===== config.mk =====
export PLATFORM = sky130hd
export DESIGN_NAME = page_checksum_engine_unit
export DESIGN_NICKNAME = d
export VERILOG_FILES = /design/src/sv/pcse_pkg.sv /design/src/sv/pcse_in_stage.sv /design/src/sv/pcse_sum_core.sv /design/src/sv/page_checksum_engine_unit.sv
export SDC_FILE = /design/constraint.sdc
export NUM_CORES = 1
export LEC_CHECK = 0
export ABC_AREA = 1
export BUFFER_PORTS_ARGS = -buffer_cell sky130_fd_sc_hd__buf_2
export CAP_MARGIN = 10
export CORE_ASPECT_RATIO = 0.9
export CORE_MARGIN = 4
export CORE_UTILIZATION = 30
export DETAILED_ROUTE_END_ITERATION = 12
export GPL_TIMING_DRIVEN = 0
export PLACE_DENSITY = 0.56
export REMOVE_ABC_BUFFERS = 1
export SLEW_MARGIN = 20
export SYNTH_ARGS = -nofsm -noshare
export SYNTH_HDL_FRONTEND = slang
export SYNTH_SLANG_ARGS = --single-unit

===== constraint.sdc =====
create_clock -name clk -period 6.58 [get_ports clk]
set_input_delay 0.658 -clock clk [delete_from_list [all_inputs] [get_ports clk]]
set_output_delay 0.658 -clock clk [all_outputs]
set_load 0.05 [all_outputs]

===== src/sv/pcse_pkg.sv =====
// Types, constants and byte-update functions for the page checksum engine.
// No dependencies.
package pcse_pkg;

  localparam logic [1:0]  MODE_NONE  = 2'd0;
  localparam logic [1:0]  MODE_CRC   = 2'd1;
  localparam logic [1:0]  MODE_ADLER = 2'd2;

  localparam logic [31:0] CRC_POLY   = 32'hEDB88320;
  localparam logic [16:0] ADLER_MOD  = 17'd65521;
  localparam logic [15:0] ADLER_INIT = 16'd1;

  typedef struct packed {
    logic [7:0] data;
    logic       first;
    logic       last;
  } beat_t;

  typedef struct packed {
    logic [15:0] high;
    logic [15:0] low;
  } adler_t;

  // Reflected CRC-32, one byte, LSB first.
  function automatic logic [31:0] crc_byte(input logic [31:0] crc, input logic [7:0] data);
    logic [31:0] c;
    c = crc ^ {24'd0, data};
    for (int k = 0; k < 8; k++) begin
      c = c[0] ? ((c >> 1) ^ CRC_POLY) : (c >> 1);
    end
    return c;
  endfunction

  function automatic adler_t adler_byte(input adler_t s, input logic [7:0] data);
    logic [16:0] a;
    logic [16:0] b;
    adler_t      r;
    a = {1'b0, s.low} + {9'd0, data};
    if (a >= ADLER_MOD) begin
      a = a - ADLER_MOD;
    end
    b = {1'b0, s.high} + a;
    if (b >= ADLER_MOD) begin
      b = b - ADLER_MOD;
    end
    r.low  = a[15:0];
    r.high = b[15:0];
    return r;
  endfunction

endpackage


===== src/sv/pcse_in_stage.sv =====
// Input register stage: captures one byte beat and holds it until the core takes it.
// Depends on pcse_pkg.
module pcse_in_stage (
  input  logic          clk,
  input  logic          rst_n,
  input  logic          in_tvalid,
  output logic          in_tready,
  input  pcse_pkg::beat_t in_beat,
  input  logic          advance,
  output logic          beat_valid,
  output pcse_pkg::beat_t beat
);

  logic            valid_r, valid_nxt;
  pcse_pkg::beat_t beat_r;
  logic            accept;

  assign in_tready = !valid_r || advance;
  assign accept    = in_tvalid && in_tready;

  always_comb begin
    priority if (accept) begin
      valid_nxt = 1'b1;
    end else if (advance) begin
      valid_nxt = 1'b0;
    end else begin
      valid_nxt = valid_r;
    end
  end

  always_ff @(posedge clk) begin
    if (!rst_n) begin
      valid_r <= 1'b0;
    end else begin
      valid_r <= valid_nxt;
    end
  end

  always_ff @(posedge clk) begin
    if (accept) begin
      beat_r <= in_beat;
    end
  end

  assign beat_valid = valid_r;
  assign beat       = beat_r;

endmodule


===== src/sv/pcse_sum_core.sv =====
// Running CRC-32 and Adler-32 state with their byte updates and result select.
// Depends on pcse_pkg.
module pcse_sum_core (
  input  logic            clk,
  input  logic            rst_n,
  input  logic            take,
  input  pcse_pkg::beat_t beat,
  input  logic [1:0]      mode,
  output logic [31:0]     result
);

  logic [31:0]      crc_r, crc_nxt;
  pcse_pkg::adler_t adler_r, adler_nxt;
  logic [31:0]      crc_base, crc_new;
  pcse_pkg::adler_t adler_base, adler_new;

  always_comb begin
    if (beat.first) begin
      crc_base        = 32'd0;
      adler_base.low  = pcse_pkg::ADLER_INIT;
      adler_base.high = 16'd0;
    end else begin
      crc_base   = crc_r;
      adler_base = adler_r;
    end
    crc_new   = pcse_pkg::crc_byte(crc_base, beat.data);
    adler_new = pcse_pkg::adler_byte(adler_base, beat.data);
  end

  // Sums restart after the last byte of a message.
  always_comb begin
    crc_nxt   = crc_r;
    adler_nxt = adler_r;
    if (take) begin
      if (beat.last) begin
        crc_nxt        = 32'd0;
        adler_nxt.low  = pcse_pkg::ADLER_INIT;
        adler_nxt.high = 16'd0;
      end else begin
        crc_nxt   = crc_new;
        adler_nxt = adler_new;
      end
    end
  end

  always_comb begin
    unique case (mode)
      pcse_pkg::MODE_CRC:   result = crc_new;
      pcse_pkg::MODE_ADLER: result = {adler_new.high, adler_new.low};
      default:              result = 32'd0;
    endcase
  end

  always_ff @(posedge clk) begin
    if (!rst_n) begin
      crc_r        <= 32'd0;
      adler_r.low  <= pcse_pkg::ADLER_INIT;
      adler_r.high <= 16'd0;
    end else begin
      crc_r   <= crc_nxt;
      adler_r <= adler_nxt;
    end
  end

endmodule


===== src/sv/page_checksum_engine_unit.sv =====
// Top level of the page checksum engine: input stage, checksum core, result register.
// Depends on pcse_pkg, pcse_in_stage and pcse_sum_core.
//
// Byte-serial CRC-32 (reflected, poly 0xEDB88320, zero init, no final xor) or
// Adler-32 over a page payload. One byte beat is taken every cycle, unless
// a last beat waits on a full, stalled result register. A message's checksum
// goes into the one-deep result register as its tlast beat leaves the input
// register. The CRC xor network and Adler add/compare chain are combinational.
// in_tuser marks the first byte (restart), in_tlast the last (result).
// cfg_data selects the mode: 0 none (result 0), 1 CRC-32, 2 Adler-32,
// 3 as none; write it only while the block is idle.
module page_checksum_engine_unit (
  input  logic        clk,
  input  logic        rst_n,
  input  logic        in_tvalid,
  output logic        in_tready,
  input  logic [7:0]  in_tdata,   // [7:0] data_byte
  input  logic        in_tuser,   // [0] first_byte
  input  logic        in_tlast,   // last_byte
  output logic        out_tvalid,
  input  logic        out_tready,
  output logic [31:0] out_tdata,  // [31:0] checksum
  input  logic        cfg_valid,
  output logic        cfg_ready,
  input  logic [1:0]  cfg_data    // checksum_mode
);

  logic [1:0]      mode_r;
  logic            out_valid_r, out_valid_nxt;
  logic [31:0]     out_data_r;
  logic [31:0]     result;
  pcse_pkg::beat_t in_beat;
  pcse_pkg::beat_t beat;
  logic            beat_valid;
  logic            advance;
  logic            take;
  logic            out_load;

  assign cfg_ready = 1'b1;

  assign in_beat.data  = in_tdata;
  assign in_beat.first = in_tuser;
  assign in_beat.last  = in_tlast;

  // A last beat waits only while the result register is full and stalled.
  assign advance  = !beat.last || !out_valid_r || out_tready;
  assign take     = beat_valid && advance;
  assign out_load = take && beat.last;

  pcse_in_stage u_in (
    .clk       (clk),
    .rst_n     (rst_n),
    .in_tvalid (in_tvalid),
    .in_tready (in_tready),
    .in_beat   (in_beat),
    .advance   (advance),
    .beat_valid(beat_valid),
    .beat      (beat)
  );

  pcse_sum_core u_core (
    .clk   (clk),
    .rst_n (rst_n),
    .take  (take),
    .beat  (beat),
    .mode  (mode_r),
    .result(result)
  );

  always_comb begin
    priority if (out_load) begin
      out_valid_nxt = 1'b1;
    end else if (out_tready) begin
      out_valid_nxt = 1'b0;
    end else begin
      out_valid_nxt = out_valid_r;
    end
  end

  always_ff @(posedge clk) begin
    if (!rst_n) begin
      out_valid_r <= 1'b0;
      mode_r      <= pcse_pkg::MODE_NONE;
    end else begin
      out_valid_r <= out_valid_nxt;
      if (cfg_valid && cfg_ready) begin
        mode_r <= cfg_data;
      end
    end
  end

  always_ff @(posedge clk) begin
    if (out_load) begin
      out_data_r <= result;
    end
  end

  assign out_tvalid = out_valid_r;
  assign out_tdata  = out_data_r;

endmodule


Word level (Yosys, flattened, before mapping):

Cells that the tools add are included.

* flip-flop bits (word level): 110
* input port bits: 17
* output and inout bits: 35
* logic and storage cells: 57

* add/sub/neg operators: 4
* magnitude comparators: 2
* eq/ne operators: 2
* muxes and demuxes: 19
* bitwise operators: 9
* reduce and logical (&&, ||, !) cells: 11

Operators with widths (count)
* 2-to-1 mux 32 bit: 12
* NOT 13 -> 14 bit: 8
* one-hot mux 32 bit (2 select lines): 1
* greater-or-equal comparator 17 x 16 -> 1 bit, second input constant: 2
* bitwise XOR 32 x 8 -> 32 bit: 1
* adder 16 x 17 -> 17 bit: 1
* adder 16 x 8 -> 17 bit: 1
* 2-to-1 mux 17 bit: 1
* subtractor 17 x 16 -> 17 bit, second input constant: 1
* 2-to-1 mux 16 bit: 1
* subtractor 16 bit, second input constant: 1
* 2-to-1 mux 1 bit: 4
* nonzero test 2 bit: 2
* logical AND 1 bit: 3
* zero test 1 bit: 3
* logical OR 1 bit: 3
* == test 2 x 1 -> 1 bit, second input constant: 1
* == test 2 bit, second input constant: 1

Depth between registers and ports, before layout:

Gate-level depths: netlist (run 1).

* depth after elaboration: 19
* mapped depth: 40
* gate-level depth less buffers: 39

Hierarchy:

From an unflattened synthesis (run 1), not the netlist that was laid out.

* cells, all modules: 1187
* area, all modules: 8171.6 µm²

By module, submodules not included
* pcse_sum_core: times used 1, cells each 1115, area each 6711.4 µm², seq. area each 1281.2 µm²
* page_checksum_engine_unit: times used 1, cells each 55, area each 1108.6 µm², seq. area each 1021.0 µm²
* pcse_in_stage: times used 1, cells each 17, area each 351.6 µm², seq. area each 320.3 µm²

Least setup slack after synthesis (run 1):

No wires, ideal clock.

* kind: reg-to-reg
* from: register u_in.beat_r (netlist bit u_in.beat[1])
* to: register out_data_r[19], in the netlist out_tdata[19], data pin
* library setup time: 0.270 ns
* data arrival time: 4.641 ns
* data required time: 6.310 ns
* slack: 1.669 ns
* cell stages (with the launch flop): 35
* path buffers: 4
* clock period less this slack: 4.911 ns
* cells stage by stage: edfxtp_1 -> buf_6 -> clkbuf_1 -> nor2_1 -> ha_1 -> buf_6 -> or2_4 -> nand3_2 -> nand2_2 -> nand2_1 -> nand3b_1 -> nand2_1 -> nand2_1 -> nor2_2 -> nand3_2 -> nand3_2 -> nand2_1 -> nor3_1 -> xor2_1 -> inv_1 -> ha_1 -> nand2_1 -> o21ai_0 -> a21oi_1 -> nand3b_1 -> nand2_1 -> nor2_2 -> nand3_1 -> nor2_2 -> nand3_4 -> nand2_4 -> buf_6 -> nand2_1 -> nand3_1 -> a21oi_1

* word-level cells in the longest chain between the ends: 17
* elaborated cells on any way between the ends: 27
* classes of those cells: add/sub: 4; order compare: 2; mux: 13; bitwise: 8

RTL lines
* start: declaration: RTL line pcse_in_stage.sv:15 `pcse_pkg::beat_t beat_r;`
* start signal: assignment: RTL line pcse_in_stage.sv:41 `beat_r <= in_beat;`
* branches (longest 16 deep; another with adder 16 x 8 -> 17 bit)
* one-hot mux 32 bit (2 select lines) (*): RTL line pcse_sum_core.sv:47 `unique case (mode)`
* via result[19]: RTL line page_checksum_engine_unit.sv:31 `logic [31:0] result;`
* end signal: assignment: RTL line page_checksum_engine_unit.sv:94 `out_data_r <= result;`
* end: declaration: RTL line page_checksum_engine_unit.sv:30 `logic [31:0] out_data_r;`

Mark *: on every way through the listed nets, which the timed path passes.
A chain may end at the register's enable or synchronous reset.

Worst setup path after layout (run 1):

* from: register u_in.beat_r (netlist bit u_in.beat[1])
* to: register out_data_r[17], in the netlist out_tdata[17], data pin

* word-level cells in the longest chain between the ends: 16
* elaborated cells on any way between the ends: 25
* classes of those cells: add/sub: 4; order compare: 2; mux: 13; bitwise: 6

RTL lines (RTL line)
* branches (longest 15 deep; another with adder 16 x 8 -> 17 bit)
* one-hot mux 32 bit (2 select lines) (*): pcse_sum_core.sv:47
* via result[17]: page_checksum_engine_unit.sv:31

Marks and branches as above.

==> metrics.md, run 1 <==
| Metric | Value |
|---|---|
| Post-Synth Simple-Gate Area | `36.2%` |
| IR drop worst, VDD | `0.136 mV` |
| Fraction of the yosys area taken by sequential cells | `31.5%` |
| First-pass GRT wire length | `38700 um` |
| Via count of the first global-routing pass | `7200` |
| Critical path fanouts, max | `17` |
| Post-synthesis cell type count | `43` |
| Area leader, netlist | `sky130_fd_sc_hd__nand2_1` |
| Clock tree from TritonCTS | `yes` |
| Starting density of the core | `30.7%` |
| DR iter-0 viols | `658` |
| Vias after detailed routing | `7767` |
| Portion of synthesized cell area occupied by the leading cell type | `17.2%` |
| Highest Clock Rate | `162 MHz` |
| Remaining antenna violation count | `0` |
| YS warnings | `0` |
| Worst Max-Slew Pin Slew | `1100 ps` |
| Drt wl/cell | `15.3 um` |
| Max Clock Skew | `12.8 ps` |
| Number of core rows | `57` |
| Mean post-synth cell area | `6.86 um2` |
| First-pass iteration count of the detailed router | `5` |
| Input/output buffers | `50` |
| Final-report setup violation count | `0` |
| RD Place Congestion | `0.895` |
| Wire length after detailed routing | `24700 um` |
| Area of the core region | `0.0272 mm2` |
| Predominant post-synthesis flop cell | `sky130_fd_sc_hd__dfxtp_1` |
| Setup crit start kind | `register` |
| Via density | `4.83` |
| Ratio of cells with drive above 1 in the final layout | `13.7%` |
| Share of async-settable or async-resettable flops after synthesis | `0%` |
| Number of buffers created by CTS | `9` |
| Crit path required time | `6730 ps` |
| Setup WS pre-CTS | `-294 ps` |
| Delay of the slowest critical-path stage | `450 ps` |
| Worst rel slew slack | `26.5%` |
| Arr. time, crit path | `6320 ps` |
| Post-DP HPWL | `18000 um` |
| Worst min-delay path category | `input pin to register` |
| Number of antenna violations at the first check in global routing | `0` |
| Most used cells in the layout excluding fill and tap cells | `sky130_fd_sc_hd__nand2_1 (380), sky130_fd_sc_hd__inv_1 (133), sky130_fd_sc_hd__a21oi_1 (122)` |
| Clock-pin slew reported for the worst setup and hold paths after clock tree synthesis | `70 ps` |
| Global-route total usage across every layer | `15.9%` |
| Status | `complete, no violations` |
| Antenna diode count | `0` |
| Type of the worst setup path | `register to register` |
| Congestion Overflow GR | `0` |
| Clock tree root buffer cell | `sky130_fd_sc_hd__clkbuf_16` |
| Slowest stage cell on the critical path | `sky130_fd_sc_hd__edfxtp_1` |
| Dominant combinational cell family by area after synthesis | `simple AND/OR/NAND/NOR gates` |
| # IOs | `52` |
| Number of synthesized flops with an enable pin | `42` |
| Die X | `184 um` |
| Final-stage net count | `1298` |
| Number of maximum-capacitance constraint violations | `0` |
| Period utilization | `93.8%` |
| Die outline area | `0.0305 mm2` |
| Post-synthesis mux area share | `0%` |
| Worst-Skew Late Latency | `370 ps` |
| Standby leakage power | `3.93 nW` |
| Hold violation total from the final report | `0` |
| Most used cell along the critical path | `sky130_fd_sc_hd__nand2_1` |
| Height of the die | `166 um` |
| H-Tree Level Count | `3` |
| Total number of clock tree sinks | `110` |
| Max Slew Vio Count | `0` |
| Most common cell after layout, fill and taps aside | `sky130_fd_sc_hd__nand2_1` |
| Element type at the critical path end | `register` |
| Final Critical Period | `6170 ps` |
| Remaining design rule violation count | `0` |
| Number of instances in the synthesized netlist | `1214` |
| Fin util | `34.4%` |
| Worst setup slack after layout | `406 ps` |
| Cell area after synthesis | `0.00833 mm2` |
| Largest cells by area after synthesis | `sky130_fd_sc_hd__nand2_1 (17%), sky130_fd_sc_hd__dfxtp_1 (16%), sky130_fd_sc_hd__edfxtp_1 (15%), sky130_fd_sc_hd__a21oi_1 (7.3%), sky130_fd_sc_hd__xor2_1 (6.1%)` |
| Worst-case clock buffer depth | `2` |
| Synthesized-area fraction occupied by xor and xnor cells | `9.58%` |
| FF+latch count, synth | `110` |
| Ratio of total power to cell area | `187 mW/mm2` |
| Fraction of the mapped netlist area in compound gates | `8.88%` |
| Area grow syn2layout | `12.0%` |
| RSZ-0062 raised after global routing | `no` |
| Maximum number of pins on one net before global-route repair | `66` |
| Adder and majority gate portion of the synthesized area | `4.90%` |
sequential cells by signal (all words and copies together), names as in the netlist:
register / flops
u_core.adler_r: 32
out_tvalid: 1
out_tdata: 32
u_core.crc_r: 32
mode_r: 2
u_in.beat_valid: 1
u_in.beat: 10
what timing repair did:
| item | CTS | global route |
|---|---|---|
| gates resized for setup | 0 | 3 |
| pin swaps | 0 | 1 |
| setup buffers | 4 | 8 |
| gates cloned | 0 | 0 |
| hold buffers | 0 | 0 |
| setup endpoints to repair | 32 | 16 |
worst max-delay path: cells and delay by family (launching register included):
| kind | cells | cell delay, ps |
|---|---|---|
| AND/OR/NAND/NOR | 17 | 2190 |
| AO/OA/AOI/OAI | 5 | 1250 |
| buffers and inverters | 6 | 1080 |
| adder cells (fa/ha/maj) | 2 | 640 |
| flip-flops | 1 | 450 |
| XOR/XNOR | 2 | 330 |
cell families after synthesis:
group,count (synthesis)
xor+xnor,89
fa+ha+maj,32
buf+inv,186
simple gates,653
compound gates,143
other cells,1
flops,110
worst paths after layout:
check,slack (ps),end,depth (start not counted),start
setup / recovery,410,out_tdata[17],32,u_in.beat[1]
hold / removal,470,u_in.beat[0],1,in_tlast
setup reg to reg,410,out_tdata[17],32,u_in.beat[1]
hold reg to reg,470,u_core.adler_r[25],2,u_core.adler_r[25]
layer usage:
layer | vias to the layer above | share of wire, % | track usage (%)
li1 | 3953 | - | -
met1 | 3619 | 50 | 23.8
met2 | 171 | 43 | 23.9
met3 | 24 | 5.3 | 3.04
met4 | 0 | 1.1 | 3.11
met5 | - | 0 | 0
stage by stage:
stage	setup TNS, ps	total power [mW]	cell area, um2	instances	hold WS [ps]
after CTS	0	1.75	9240	1600	454
after detailed placement	-5570	1.20	8920	1580	455
after global placement	-19140	1.20	8830	1577	453
after global routing	0	1.84	9340	1608	451
final	0	1.74	9340	1608	466
after floorplan	0	1.09	8140	1173	445
layout make-up:
cell class                 instances  area, um2
multi-input combinational        918       5010
clock buffer                      10        239
clock inverter                     6       43.8
sequential                       110       2620
inverter                         145        552
fill                            2957      17800
tap                              354        443
timing repair buffer              65        424
synth_stat cells (2+ instances only):
master	number
sky130_fd_sc_hd__inv_2	9
sky130_fd_sc_hd__nand2_2	22
sky130_fd_sc_hd__buf_4	2
sky130_fd_sc_hd__a21oi_1	122
sky130_fd_sc_hd__nor2_2	8
sky130_fd_sc_hd__nand3b_1	7
sky130_fd_sc_hd__nor3_1	4
sky130_fd_sc_hd__nand3_1	100
sky130_fd_sc_hd__edfxtp_1	42
sky130_fd_sc_hd__nand3_4	3
sky130_fd_sc_hd__nor2_4	3
sky130_fd_sc_hd__and2_1	2
sky130_fd_sc_hd__buf_6	4
sky130_fd_sc_hd__nor2_1	72
sky130_fd_sc_hd__nand2_1	381
sky130_fd_sc_hd__ha_1	31
sky130_fd_sc_hd__nor4_1	3
sky130_fd_sc_hd__inv_1	135
sky130_fd_sc_hd__dfxtp_1	68
sky130_fd_sc_hd__buf_2	3
sky130_fd_sc_hd__a21o_1	2
sky130_fd_sc_hd__o21ai_0	12
sky130_fd_sc_hd__o21bai_1	2
sky130_fd_sc_hd__nor3_2	2
sky130_fd_sc_hd__clkbuf_1	31
sky130_fd_sc_hd__nand3_2	22
sky130_fd_sc_hd__nand4_1	15
sky130_fd_sc_hd__xnor2_1	30
sky130_fd_sc_hd__xor2_1	58
sky130_fd_sc_hd__nand2_4	6
report_power, final:
| group | total, mW | internal [mW] | switching, mW |
|---|---|---|---|
| clock | 0.548 | 0.270 | 0.278 |
| combinational | 0.448 | 0.140 | 0.308 |
| sequential | 0.749 | 0.734 | 0.0146 |
| total | 1.74 | 1.14 | 0.601 |
No activity file was read; power rests on OpenSTA's default activity.
==> run 2: changes to the inputs <==
--- a/config.mk
+++ b/config.mk
@@ -11,6 +11,7 @@
 export CORE_ASPECT_RATIO = 0.9
 export CORE_MARGIN = 4
 export CORE_UTILIZATION = 30
+export CTS_BUF_LIST = sky130_fd_sc_hd__clkbuf_8
 export DETAILED_ROUTE_END_ITERATION = 12
 export GPL_TIMING_DRIVEN = 0
 export PLACE_DENSITY = 0.56
==> run 2 against run 1 <==
  * Register-to-register slack hardly changed
  * Combinational power about the same
  * Clock skew is 7.3 ps higher
==> metrics.md, run 2 (synthesis results as in run 1) <==
| Metric | Value |
|---|---|
| Critical path fanouts, max | `17` |
| Startpoint of the lowest-slack hold path | `in_tlast` |
| Aggregate negative setup slack | `0 ps` |
| Post-DP HPWL | `18000 um` |
| Die X | `184 um` |
| Area of the core region | `0.0272 mm2` |
| Maximum number of pins on one net before global-route repair | `66` |
| Clock tree root buffer cell | `sky130_fd_sc_hd__clkbuf_8` |
| Hold violation total from the final report | `0` |
| Overall power | `1.61 mW` |
| Worst setup slack after layout | `420 ps` |
| Remaining antenna violation count | `0` |
| Element type at the critical path end | `register` |
| Ratio of cells with drive above 1 in the final layout | `13.7%` |
| Arr. time, crit path | `6350 ps` |
| Drt wl/cell | `15.2 um` |
| Worst-case clock buffer depth | `2` |
| Number of buffers created by CTS | `9` |
| Most used cell along the critical path | `sky130_fd_sc_hd__nand2_1` |
| Wire length after detailed routing | `24500 um` |
| Area grow syn2layout | `10.8%` |
| Layout Cell Area excl Fill | `0.00923 mm2` |
| Final-report setup violation count | `0` |
| Period utilization | `93.6%` |
| Most used cells in the layout excluding fill and tap cells | `sky130_fd_sc_hd__nand2_1 (380), sky130_fd_sc_hd__inv_1 (133), sky130_fd_sc_hd__a21oi_1 (122)` |
| Remaining design rule violation count | `0` |
| Setup crit start kind | `register` |
| Total cell area at the placement stage | `0.00892 mm2` |
| Worst Max-Slew Pin Slew | `1080 ps` |
| Type of the worst setup path | `register to register` |
| Final Critical Period | `6160 ps` |
| Register-to-register path setup slack | `420 ps` |
| Setup WS pre-CTS | `-294 ps` |
| First-pass iteration count of the detailed router | `6` |
| Slowest stage cell on the critical path | `sky130_fd_sc_hd__ha_2` |
| Standby leakage power | `3.88 nW` |
| Highest Clock Rate | `162 MHz` |
| Terminating pin of the worst hold path | `u_in.beat[0]` |
| Worst R2R Start | `u_in.beat[1]` |
| Max Clock Skew | `20.1 ps` |
| First-pass GRT wire length | `38600 um` |
| RD Place Congestion | `0.895` |
| # IOs | `52` |
| Final-stage net count | `1298` |
| DR iter-0 viols | `663` |
| Hold-fix buffers at CTS | `0` |
| Via count of the first global-routing pass | `7172` |
| Input/output buffers | `50` |
| Number of core rows | `57` |
| Starting density of the core | `30.7%` |
| Ratio of total power to cell area | `174 mW/mm2` |
| Number of maximum-capacitance constraint violations | `0` |
| Status | `complete, no violations` |
| Crit path required time | `6770 ps` |
| Worst-Skew Late Latency | `410 ps` |
| Worst min-delay path category | `input pin to register` |
| Most common cell after layout, fill and taps aside | `sky130_fd_sc_hd__nand2_1` |
| Total number of clock tree sinks | `110` |
| Antenna diode count | `0` |
| Worst rel slew slack | `27.7%` |
| Fillers | `2964` |
| Setup crit start | `u_in.beat[1]` |
| Global-route total usage across every layer | `15.9%` |
| Number of cells traversed by the worst hold path | `1` |
| Cell depth of the worst flop-to-flop path | `32` |
| Clock-pin slew reported for the worst setup and hold paths after clock tree synthesis | `100 ps` |
| Worst reg2reg path endpoint | `out_tdata[17]` |
| Number of antenna violations at the first check in global routing | `0` |
| Congestion Overflow GR | `0` |
| Max Slew Vio Count | `0` |
| Delay of the slowest critical-path stage | `470 ps` |
| H-Tree Level Count | `3` |
| Die outline area | `0.0305 mm2` |
| RSZ-0062 raised after global routing | `no` |
| Via density | `4.82` |
| IR drop worst, VDD | `0.0985 mV` |
| Clock tree from TritonCTS | `yes` |
| Height of the die | `166 um` |
| Vias after detailed routing | `7749` |
## run 2: cell types whose count changed in the layout (fill, tap and decap cells not counted)
| cell | previous run | this run |
|---|---|---|
| sky130_fd_sc_hd__clkbuf_8 | 1 | 10 |
| sky130_fd_sc_hd__clkbuf_16 | 9 | 0 |
## run 2: worst max-delay path by stage
stage                    endpoint  slack [ps]  cells past startpoint
6_report            out_tdata[17]         420                     32
5_1_grt             out_tdata[26]          40                     33
4_1_cts             out_tdata[17]         410                     32
3_5_place_dp        out_tdata[24]        -290                     33
3_3_place_gp   u_core.adler_r[28]        -600                      7
2_1_floorplan       out_tdata[16]        1250                     33
## run 2: per-layer routing
layer  routed length, um  track usage (%)  vias up  share of wire [%]
met5                   0                0        -                  0
met4                 329             3.34        0                1.3
met3                1240             2.98       24                5.1
met2               10500             23.6      170                 43
met1               12400             23.8     3607                 51
li1                    -                -     3948                  -
## run 2: worst max-delay path, delay by kind of cell, from the launching register on
kind / cells / cell delay (ps)
simple gates: 20 / 2720
buf+inv: 6 / 1050
fa+ha+maj: 2 / 880
compound gates: 2 / 540
flops: 1 / 460
xor+xnor: 2 / 280
## run 2: timing repair
action                                  CTS  global route
endpoints found under the setup margin   32            16
resized for setup                         0             3
pin swaps                                 0             1
buffers inserted                          4             8
## run 2: layout make-up
cell class              count  area [um2]  share of cell area (%)
clock buffers              10         138                    1.49
repair buffers             65         424                    4.59
well taps                 354         443                    4.80
clock inverters             6        43.8                   0.474
flip-flops and latches    110        2620                    28.4
multi-input cells         918        5010                    54.3
inverters                 145         552                    5.98
## run 2: metrics by stage
step,util [%],instances,hold WS [ps]
finish,34.0,1608,430
global route,34.0,1608,395
CTS,33.6,1600,402
detailed placement,32.8,1580,455
global placement,32.5,1577,453
floorplan,-,1173,445
## run 2: report_power, final
group / internal, mW / leakage, nW / switching [mW]
sequential: 0.734 / 0.957 / 0.0146
clock: 0.151 / 0.0930 / 0.261
combinational: 0.140 / 2.83 / 0.308
total: 1.02 / 3.88 / 0.583
==> run 3: changes to the inputs <==
--- a/config.mk
+++ b/config.mk
@@ -5,18 +5,18 @@
 export SDC_FILE = /design/constraint.sdc
 export NUM_CORES = 1
 export LEC_CHECK = 0
-export ABC_AREA = 1
 export BUFFER_PORTS_ARGS = -buffer_cell sky130_fd_sc_hd__buf_2
 export CAP_MARGIN = 10
 export CORE_ASPECT_RATIO = 0.9
 export CORE_MARGIN = 4
-export CORE_UTILIZATION = 30
+export CORE_UTILIZATION = 47
 export CTS_BUF_LIST = sky130_fd_sc_hd__clkbuf_8
 export DETAILED_ROUTE_END_ITERATION = 12
 export GPL_TIMING_DRIVEN = 0
-export PLACE_DENSITY = 0.56
+export PLACE_DENSITY = 0.75
 export REMOVE_ABC_BUFFERS = 1
 export SLEW_MARGIN = 20
 export SYNTH_ARGS = -nofsm -noshare
 export SYNTH_HDL_FRONTEND = slang
+export SYNTH_HIERARCHICAL = 1
 export SYNTH_SLANG_ARGS = --single-unit
==> run 3 against run 2 <==
  * The flow now finishes with violations (setup timing)
  * Sequential power grew 0.7%
  * Global-route usage up 8.5 points
  * Clock skew is essentially flat
  * Fmax fell by 7.7%
  * Via count rose by 0.52%
  * Setup slack got worse by 510 ps
  * First-iteration DRC count rose by 23%
  * Critical path depth fell by 4
  * Hold slack got worse by 7.7 ps
  * Critical endpoint is now out_tdata[23]
  * Largest power group unchanged
==> metrics.md, run 3 <==
| Metric | Value |
|---|---|
| Largest cells by area after synthesis | `sky130_fd_sc_hd__dfxtp_1 (16%), sky130_fd_sc_hd__edfxtp_1 (15%), sky130_fd_sc_hd__xnor2_1 (10%), sky130_fd_sc_hd__nor2b_1 (7.6%), sky130_fd_sc_hd__ha_1 (4.7%)` |
| Die X | `148 um` |
| Critical path fanouts, max | `9` |
| Vias after detailed routing | `7789` |
| First-pass GRT wire length | `38500 um` |
| Congestion Overflow GR | `0` |
| Worst-Skew Late Latency | `420 ps` |
| Top-count cell post-synth | `sky130_fd_sc_hd__nor2b_1` |
| Type of the worst setup path | `register to register` |
| First-pass iteration count of the detailed router | `5` |
| Worst min-delay path category | `input pin to register` |
| Most used cell along the critical path | `sky130_fd_sc_hd__buf_4` |
| Layout Cell Area excl Fill | `0.0104 mm2` |
| Area grow syn2layout | `25.6%` |
| YS warnings | `6` |
| Number of synthesized flops with an enable pin | `42` |
| Most used cells in the layout excluding fill and tap cells | `sky130_fd_sc_hd__nor2b_1 (96), sky130_fd_sc_hd__xnor2_1 (87), sky130_fd_sc_hd__nor2_1 (76)` |
| Standby leakage power | `3.91 nW` |
| Sw Ratio | `35.9%` |
| Internal Dissipation | `1.10 mW` |
| Height of the die | `134 um` |
| Final Critical Period | `6670 ps` |
| Status | `finished, violations left` |
| Remaining antenna violation count | `0` |
| Adder and majority gate portion of the synthesized area | `4.94%` |
| Register-to-register path setup slack | `-90 ps` |
| Period utilization | `101%` |
| Via count of the first global-routing pass | `7178` |
| Final-report setup violation count | `10` |
| Fraction of the yosys area taken by sequential cells | `31.7%` |
| Ratio of total power to cell area | `165 mW/mm2` |
| Post-Synth Simple-Gate Area | `24.0%` |
| Dominant combinational cell family by area after synthesis | `simple AND/OR/NAND/NOR gates` |
| Post-synthesis mux area share | `1.35%` |
| Number of antenna violations at the first check in global routing | `0` |
| Most common cell after layout, fill and taps aside | `sky130_fd_sc_hd__nor2b_1` |
| Clock power frac | `23.9%` |
| H-Tree Level Count | `3` |
| Worst-case clock buffer depth | `2` |
| Ratio of cells with drive above 1 in the final layout | `25.6%` |
| Net switching power of the design | `0.616 mW` |
| Wire length after detailed routing | `25900 um` |
| # IOs | `52` |
| Share of async-settable or async-resettable flops after synthesis | `0%` |
| Number of maximum-capacitance constraint violations | `0` |
| Final-stage net count | `1112` |
| Synthesized-area fraction occupied by xor and xnor cells | `13.7%` |
| Number of instances in the synthesized netlist | `988` |
| Maximum number of pins on one net before global-route repair | `56` |
| Element type at the critical path end | `register` |
| Fraction of the mapped netlist area in compound gates | `19.8%` |
| Number of core rows | `45` |
| Global-route total usage across every layer | `24.3%` |
| Power share of the combinational group | `32.1%` |
| Total cell area at the placement stage | `0.00877 mm2` |
| Hold violation total from the final report | `0` |
| RD Place Congestion | `0.923` |
| Area leader, netlist | `sky130_fd_sc_hd__dfxtp_1` |
| Cell area after synthesis | `0.00826 mm2` |
| Remaining design rule violation count | `0` |
| Total number of clock tree sinks | `110` |
| Starting density of the core | `48.4%` |
| Clock tree root buffer cell | `sky130_fd_sc_hd__clkbuf_8` |
| RSZ-0062 raised after global routing | `yes` |
| Commonest cells in the netlist | `sky130_fd_sc_hd__nor2b_1 (100), sky130_fd_sc_hd__xnor2_1 (99), sky130_fd_sc_hd__nor2_1 (89), sky130_fd_sc_hd__dfxtp_1 (68), sky130_fd_sc_hd__a21oi_1 (62)` |
| Worst Max-Slew Pin Slew | `896 ps` |
| Crit path required time | `6710 ps` |
| DR iter-0 viols | `818` |
| Via density | `5.98` |
| Worst rel slew slack | `40.3%` |
| Setup crit start kind | `register` |
| FF+latch count, synth | `110` |
| Area of the core region | `0.0171 mm2` |
| Post-synthesis cell type count | `81` |
| Violated checks | `setup timing` |
| Worst setup slack after layout | `-90.7 ps` |
| Highest Clock Rate | `150 MHz` |
| Input/output buffers | `50` |
| Overall power | `1.72 mW` |
| Max Slew Vio Count | `0` |
| Clock-pin slew reported for the worst setup and hold paths after clock tree synthesis | `120 ps` |
| Clock tree from TritonCTS | `yes` |
| IR drop worst, VDD | `0.157 mV` |
| Portion of synthesized cell area occupied by the leading cell type | `16.5%` |
| Predominant post-synthesis flop cell | `sky130_fd_sc_hd__dfxtp_1` |
| Slowest stage cell on the critical path | `sky130_fd_sc_hd__edfxtp_1` |
| Post-DP HPWL | `17100 um` |
| Die outline area | `0.0198 mm2` |
| Number of buffers created by CTS | `9` |
| Delay of the slowest critical-path stage | `470 ps` |
| Arr. time, crit path | `6810 ps` |
| Drt wl/cell | `19.9 um` |
| Max Clock Skew | `19.8 ps` |
| Antenna diode count | `0` |
| Mean post-synth cell area | `8.36 um2` |
| Proportion of power drawn by flip-flops and latches | `44.0%` |
run 3: cell types whose count changed in the layout (fill, tap and decap cells not counted), moves of 23 or more:
| cell | delta |
|---|---|
| sky130_fd_sc_hd__a21oi_1 | -69 |
| sky130_fd_sc_hd__nand3_1 | -83 |
| sky130_fd_sc_hd__and2_1 | +23 |
| sky130_fd_sc_hd__o22ai_1 | +31 |
| sky130_fd_sc_hd__nor2b_1 | +96 |
| sky130_fd_sc_hd__xor2_1 | -32 |
| sky130_fd_sc_hd__inv_1 | -97 |
| sky130_fd_sc_hd__buf_4 | +52 |
| sky130_fd_sc_hd__nand2_1 | -331 |
| sky130_fd_sc_hd__xnor2_1 | +57 |
run 3: what timing repair did:
item / in CTS / in global routing
resized for setup: 86 / 84
endpoints found under the setup margin: 32 / 32
pin swaps: 32 / 29
setup buffers: 31 / 32
cloned: 1 / 1
hold buffers: 0 / 0
run 3: area by class of cell:
class	instances	area, um2
multi-input cells	784	6200
flip-flops and latches	110	2620
inverters	36	135
repair buffers	122	941
well taps	235	294
clock buffers	9	124
fillers	1367	6680
clock inverters	7	61.3
run 3: worst paths after layout:
| path | start | to | depth (start not counted) |
|---|---|---|---|
| hold / removal | in_tdata[1] | u_in/beat[3] | 1 |
| setup / recovery | u_in/beat[1] | out_tdata[23] | 28 |
| setup reg to reg | u_in/beat[1] | out_tdata[23] | 28 |
| hold reg to reg | u_core/adler_r[21] | u_core/adler_r[21] | 2 |
run 3: routing by layer:
| layer | vias up | wire (um) | GRT usage (%) | part of all wire [%] |
|---|---|---|---|---|
| li1 | 3615 | - | - | - |
| met1 | 3717 | 10700 | 34.2 | 41 |
| met2 | 387 | 11800 | 38.0 | 46 |
| met3 | 70 | 2380 | 5.37 | 9.2 |
| met4 | 0 | 919 | 6.47 | 3.6 |
| met5 | - | 0 | 0 | 0 |
run 3: power groups by stage:
stage          clock network [mW]  registers, mW  logic, mW
2_1_floorplan                   0          0.777      0.315
3_3_place_gp                    0          0.774      0.428
3_5_place_dp                    0          0.770      0.450
4_1_cts                     0.412          0.753      0.486
5_1_grt                     0.446          0.757      0.587
6_report                    0.411          0.754      0.551
run 3: critical path: cells and delay by family (launching register included):
family          cells  cell delay [ps]
compound gates     11             2540
xor+xnor            2              370
fa+ha+maj           2              510
buf+inv             7             1210
flops               1              470
simple gates        6             1280
run 3: kinds of logic (layout without fill, tap and decap cells):
| kind of cell | after synthesis | count (layout) |
|---|---|---|
| simple gates | 366 | 366 |
| compound gates | 245 | 245 |
| xor+xnor | 129 | 129 |
| flops | 110 | 110 |
| buf+inv | 94 | 174 |
| fa+ha+maj | 32 | 32 |
| mux | 11 | 11 |
| other cells | 1 | 1 |
run 3: through the flow:
| step | hold WS (ps) | utilization, % | setup WS, ps | TNS, ps | instances |
|---|---|---|---|---|---|
| 2_1_floorplan | 417 | - | -665 | -14550 | 930 |
| 3_3_place_gp | 427 | 50.3 | -2890 | -139000 | 1215 |
| 3_5_place_dp | 437 | 51.4 | -1930 | -50830 | 1222 |
| 4_1_cts | 412 | 56.7 | 0.298 | 0 | 1270 |
| 5_1_grt | 394 | 60.8 | -439 | -8490 | 1303 |
| 6_report | 422 | 60.8 | -90.7 | -469 | 1303 |
